===== src/sv/mrtcs_pkg.sv =====
// Types and constants of the multi-run target crossing search core.
package mrtcs_pkg;

    localparam int EVALS_W     = 48;
    localparam int VALUE_W     = 64;
    localparam int CFG_IDX_W   = 2;
    localparam int CFG_DATA_W  = 8;
    localparam int MAX_RESULTS = 32;

    localparam logic [CFG_IDX_W-1:0] CFG_NUM_RUNS   = 2'd0;
    localparam logic [CFG_IDX_W-1:0] CFG_EVAL_COL   = 2'd1;
    localparam logic [CFG_IDX_W-1:0] CFG_TARGET_COL = 2'd2;

    localparam logic [5:0] NUM_RUNS_RST   = 6'd1;
    localparam logic [7:0] EVAL_COL_RST   = 8'd0;
    localparam logic [7:0] TARGET_COL_RST = 8'd1;

    typedef enum logic [1:0] {
        REQ_LOAD   = 2'd0,
        REQ_REWIND = 2'd1,
        REQ_QUERY  = 2'd2
    } req_code_t;

    typedef enum logic [2:0] {
        ST_IDLE,
        ST_LOAD_RD,
        ST_LOAD_WR,
        ST_REWIND,
        ST_RUN_RD,
        ST_RUN_GET,
        ST_SCAN,
        ST_FINISH
    } state_t;

    typedef struct packed {
        logic               [1:0] req_type;
        logic               [4:0] run_index;
        logic               [9:0] row_index;
        logic               [7:0] column_index;
        logic signed [VALUE_W-1:0] cell_value;
        logic signed [VALUE_W-1:0] threshold;
    } in_item_t;

    typedef struct packed {
        logic         [4:0] out_run;
        logic [EVALS_W-1:0] evals_found;
        logic               result_present;
        logic               last_result;
    } out_item_t;

    typedef struct packed {
        logic rd_en;
        logic wr_en;
        logic clear_state;
    } run_ctl_t;

    typedef struct packed {
        logic rd_en;
        logic we_evals;
        logic we_target;
    } store_ctl_t;

endpackage


===== src/sv/mrtcs_run_table.sv =====
// Per-run table: row count, cursor and held result, with valid bits for reset and rewind.
module mrtcs_run_table #(
    parameter int RUNS  = 32,
    parameter int RUN_W = 5,
    parameter int ROW_W = 10
) (
    input  logic                          aclk,
    input  logic                          aresetn,
    input  mrtcs_pkg::run_ctl_t           ctl,
    input  logic [RUN_W-1:0]              rd_addr,
    input  logic [RUN_W-1:0]              wr_addr,
    input  logic [ROW_W:0]                wr_rc,
    input  logic [ROW_W-1:0]              wr_cursor,
    input  logic [mrtcs_pkg::EVALS_W-1:0] wr_held,
    input  logic                          wr_present,
    output logic [ROW_W:0]                rd_rc,
    output logic [ROW_W-1:0]              rd_cursor,
    output logic [mrtcs_pkg::EVALS_W-1:0] rd_held,
    output logic                          rd_present
);

    localparam int ENT_W = (ROW_W + 1) + ROW_W + mrtcs_pkg::EVALS_W + 1;

    logic [ENT_W-1:0]              run_mem [RUNS];
    logic [ENT_W-1:0]              rd_raw_reg;
    logic                          rc_ok_reg;
    logic                          st_ok_reg;
    logic [RUNS-1:0]               rc_valid_reg;
    logic [RUNS-1:0]               st_valid_reg;
    logic [ROW_W:0]                raw_rc;
    logic [ROW_W-1:0]              raw_cursor;
    logic [mrtcs_pkg::EVALS_W-1:0] raw_held;
    logic                          raw_present;

    always_ff @(posedge aclk) begin
        if (ctl.wr_en) begin
            run_mem[wr_addr] <= {wr_rc, wr_cursor, wr_held, wr_present};
        end
        if (ctl.rd_en) begin
            rd_raw_reg <= run_mem[rd_addr];
        end
    end

    always_ff @(posedge aclk) begin
        if (!aresetn) begin
            rc_valid_reg <= '0;
            st_valid_reg <= '0;
            rc_ok_reg    <= 1'b0;
            st_ok_reg    <= 1'b0;
        end else begin
            if (ctl.clear_state) begin
                st_valid_reg <= '0;
            end else if (ctl.wr_en) begin
                rc_valid_reg[wr_addr] <= 1'b1;
                st_valid_reg[wr_addr] <= 1'b1;
            end
            if (ctl.rd_en) begin
                rc_ok_reg <= rc_valid_reg[rd_addr];
                st_ok_reg <= st_valid_reg[rd_addr];
            end
        end
    end

    assign {raw_rc, raw_cursor, raw_held, raw_present} = rd_raw_reg;

    assign rd_rc      = rc_ok_reg ? raw_rc      : '0;
    assign rd_cursor  = st_ok_reg ? raw_cursor  : '0;
    assign rd_held    = st_ok_reg ? raw_held    : '0;
    assign rd_present = st_ok_reg ? raw_present : 1'b0;

endmodule


===== config.mk =====
export PLATFORM = sky130hd
export DESIGN_NAME = mrtcs_run_table
export DESIGN_NICKNAME = d
export VERILOG_FILES = /design/src/sv/mrtcs_pkg.sv /design/src/sv/mrtcs_run_table.sv
export SDC_FILE = /design/constraint.sdc
export NUM_CORES = 2
export LEC_CHECK = 0
export BUFFER_PORTS_ARGS = -buffer_cell sky130_fd_sc_hd__buf_4
export CAP_MARGIN = 20
export CORE_UTILIZATION = 35
export CTS_BUF_LIST = sky130_fd_sc_hd__clkbuf_4 sky130_fd_sc_hd__clkbuf_8
export CTS_CLUSTER_DIAMETER = 100
export CTS_CLUSTER_SIZE = 28
export DETAILED_ROUTE_END_ITERATION = 8
export PLACE_DENSITY = 0.53
export SETUP_SLACK_MARGIN = 0.02
export SYNTH_ARGS = -nofsm -noshare
export SYNTH_HDL_FRONTEND = slang
export SYNTH_SLANG_ARGS = --single-unit

===== constraint.sdc =====
create_clock -name aclk -period 5.5 [get_ports aclk]
set_clock_uncertainty 0.05 [all_clocks]
set_input_delay 0.825 -clock aclk [delete_from_list [all_inputs] [get_ports aclk]]
set_output_delay 0.825 -clock aclk [all_outputs]
set_load 0.05 [all_outputs]

# == Word-level counts from Yosys, hierarchy flattened ==
# Memories as Yosys holds them, arrays and structs flattened. A register that Yosys moved wholly into a read port is not among the register bits.
# Cells that the tools add are included.
# totals
register_bits,66
latch_bits,0
ramBits,2240
romBits,0
input_bits,85
output_inout_bits,70
wordCells,27
mem_count,1
# memory_table
name,words,word_bits,read_ports,rd_clocked_by_memory_dff,write_ports,line,source
run_mem,32,70,1,1,1,mrtcs_run_table.sv:24,logic [ENT_W-1:0] run_mem [RUNS];
# op_classes
n_addsub,0
n_mul,0
div_mod_pow,0
n_lt_le_gt_ge,3
eq_ne,0
n_shift,0
mux,12
bitwise,4
reduce_logical,3
# op_table
cell,n
$or 32x32->32,2
$mux 48,1
$lt 5x6->1 const B,2
$mux 11,1
$bmux 1 s5,2
$mux 10,1
$mux 1,6
$demux 1 s5,1
$ge 5x1->1 const B,1
$not 1->1,2
$reduce_and 2->1,1
$reduce_or 2->1,1
$logic_and 1x1->1,1

# == Logic depth before layout (Yosys ltp) ==
# logic_depth
ltp_word,5
mapped_depth,10
ltp_nobuf,5

# == Worst setup path before layout ==
# No wires, ideal clock.
# synth_timing
path_kind,input to register
start,input wr_addr[0]
end,"memory run_mem[30][0] in the netlist's numbering, enable pin"
t_arrival_ns,4.440
setup_slack_ns,0.509
cell_stages,4
path_cell_list,clkbuf_1 -> or2_2 -> clkbuf_1 -> nor2_1
# synth_rtl
element,line,source
"start, declared",mrtcs_run_table.sv:11,"input logic [RUN_W-1:0] wr_addr,"
"end, declared",mrtcs_run_table.sv:24,
# Straight into the memory's write port.

# == Worst setup path after layout ==
# layout_timing
start,register rc_ok_reg
end,output rd_rc[10]
# layout_via
elab_chain_cells,1
# layout_lines
element,line,source
"start, declared",mrtcs_run_table.sv:26,logic rc_ok_reg;
"start signal, assigned",mrtcs_run_table.sv:58,rc_ok_reg <= rc_valid_reg[rd_addr];
$mux 11,mrtcs_run_table.sv:66,assign rd_rc = rc_ok_reg ? raw_rc : '0;
"end, declared",mrtcs_run_table.sv:16,"output logic [ROW_W:0] rd_rc,"
# No other way between the ends.

==> results.md <==
* Clk_lat worst skew at 0.93 ns
* Root Driver: clkbuf_8
* Slowest stage cell, crit path: dfxtp_1
* Slew @ Worst Pin at 1.131 ns
* Die area at 259500 um^2
* Crit. End Element: output port
* Startpoint Class: register
* Top cells by count, synth: edfxtp_1, mux4_2, clkbuf_1, and2_1, dfxtp_1
* DP HPWL at 114300 um
* Post-synth ARST share at 0
* Largest family of logic cells by synthesized area: multiplexers
* Crit-path cells: and2_1 > buf_4
* Final Net Count at 3972
* Mapped cell area at 90110 um^2
* Layout area overhead at 9.274%
* Leakage Power at 29.69 nW
* Top cells by area, synth: edfxtp_1, mux4_2, dfxtp_1, mux2_2, mux2i_1
* Non-Filler Instances at 7307
* First-pass GRT wire length at 323600 um
* Ports at 155
* Routed wire per std cell at 31.91 um
* CP required at 4.62 ns
* Status: finished, final reports clean
* Initial antenna violation count at 22
* Post-CTS sizing at 0
* Initial DRC count at 4995
* WP data arrival at 2.74 ns
* DRC violations left at 0
* Post-synth EDFFs at 2310
* Max incr delay on CP at 1.05 ns
* Final hold vios at 0
* Share of layout cells above drive strength 1 at 0.3096
* Syn Nets at 3778
* Final ANT Viol Nets at 0
* Row count at 185
* Inserted Clock Buffers at 97
* Total grt overflow at 0
* Setup TNS at 0 ns
* Num Clock Sinks at 2376
* Slew margin rel. at 0.2460
* Adder-Cell Fraction of Synth Area at 0
* Synthesis Warnings at 0
* XOR/XNOR Fraction of Synth Area at 0
* Setup Viol. Count Final at 0
* Most common cell in the netlist: edfxtp_1
* Tot GR Track Use at 0.1791
* Hold Buf Count CTS at 0
* Unrepaired setup endpoints after global routing: no
* Avg Vias per Cell at 5.483
* Initial Util at 0.3532
* CP max FO at 13
* Clock transition at the registers of the reported paths at 0.17 ns
* Hold crit path type: input pin to register
* Setup bufs post-CTS at 0
* Share of the synthesized area in the top cell type at 0.7698
* Netlist cell types at 37
* Port Buf Inserts at 154
* Final wirelength at 233100 um
* Syn avg cell area at 24.40 um^2
* Achievable clock frequency at 0.2769 GHz
* Sequential-to-total area share from yosys stat at 0.7845
* H-tree Lvls at 3
* Final min period at 3.611 ns
* PwrDens at 297.6 nW/um^2
* Mux share of post-synthesis cell area at 0.1841
* Placed insts at 7154
* Placeable Area at 255100 um^2
* TritonCTS clock tree: done
* Number of global-route vias before repair at 40360
* Synth Area in Compound Gates at 0.009581
* Largest net degree at the start of global routing at 89
* Post-Synth Simple-Gate Area at 0.01177
* TritonRoute pass-1 iters at 5
* Register bit count reported by yosys at 2376
* Max FFs per register at 2240
* Routed via count at 40070
* Final Power at 29.31 mW
* Die width at 509.4 um
* Final period util at 0.6565
* Height of the die at 509.4 um
* Worst VDD drop at 0.0001862 V
* Clk buf depth at 3
* Final Max Tran Viols at 0
* Setup CP Type: register to output port
* Main flop type after synthesis: edfxtp_1
* Post-Synthesis Cells at 3693
* MaxCap Viol Count at 0
* Final GP Congestion at 0.7087
* Area leader, netlist: edfxtp_1
cells in the final DEF (no fill, tap or decap), drive strengths merged, types with 3 or more instances in the layout:
cell / count
diode: 4
a221o: 9
clkbuf: 131
mux2i: 62
o21a: 43
mux2: 64
bufinv: 3
nor2b: 25
dfxtp: 66
nor2: 49
nand3: 4
and2: 71
buf: 290
clkinv: 9
mux4: 677
o22ai: 27
a21oi: 22
nand2: 10
nand3b: 3
nor3: 8
nor4: 4
inv: 6
or2: 5
nand2b: 6
edfxtp: 2310
a21o: 15
per-stage QoR:
| step | hold WS, ns | utilization | worst slack, ns | cell area, um^2 |
|---|---|---|---|---|
| CTS | 0.1062 | 0.3860 | 1.732 | 98450 |
| floorplan | 0.3853 | - | 0.5091 | 90110 |
| detailed placement | 0.3983 | 0.3787 | 1.743 | 96610 |
| finish | 0.2048 | 0.3860 | 1.889 | 98460 |
| global route | 0.1410 | 0.3860 | 1.759 | 98460 |
| global placement | 0.3928 | 0.3787 | 1.746 | 96610 |
area by class of cell:
type | count | area, um^2
timing repair buffer | 290 | 2944
inverter | 2 | 7.507
sequential | 2376 | 70690
tap | 3366 | 4212
antenna | 4 | 10.01
clock buffer | 131 | 1609
multi-input combinational | 1120 | 18760
fill | 22570 | 156600
clock inverter | 18 | 235.2
power breakdown:
part           internal [mW]  switching, mW  total [mW]
clock                   2.08           5.21        7.29
sequential              20.1         0.0986        20.2
combinational          0.788           1.03        1.82
total                   23.0           6.33        29.3
path summary, 6_finish.rpt:
check / startpoint / to / slack [ns] / cells after the start
worst min register to register: st_valid_reg[0]$_SDFFE_PP0P_ / st_valid_reg[0]$_SDFFE_PP0P_ / 0.44 / 1
worst min-delay path: wr_held[20] / run_mem[6][21]$_DFFE_PP_ / 0.20 / 1
worst max-delay path: rc_ok_reg$_SDFFE_PN0P_ / rd_rc[10] / 1.89 / 2
worst max register to register: run_mem[24][28]$_DFFE_PP_ / rd_raw_reg[28]$_DFFE_PP_ / 3.53 / 3
critical path: cells and delay by family, from the launching register on:
kind | cells | cell delay, ns
flops | 1 | 1.05
buf+inv | 1 | 0.28
simple gates | 1 | 0.49
routing by layer:
layer | vias to the layer above | share of wire | global-route usage
met3 | 169 | 0.061 | 0.02788
met1 | 22580 | 0.45 | 0.2652
met5 | - | 0.00045 | 0
li1 | 16060 | - | -
met2 | 1239 | 0.48 | 0.2857
met4 | 18 | 0.012 | 0.02470
kinds of logic (layout without fill, tap and decap cells):
family | after synthesis | after routing
DFF | 2376 | 2376
muxes | 803 | 803
buffers and inverters | 197 | 441
and+or+nand+nor | 193 | 193
AOI/OAI and AO/OA | 124 | 124
other | 0 | 4
(Power assumes the default switching activity.)
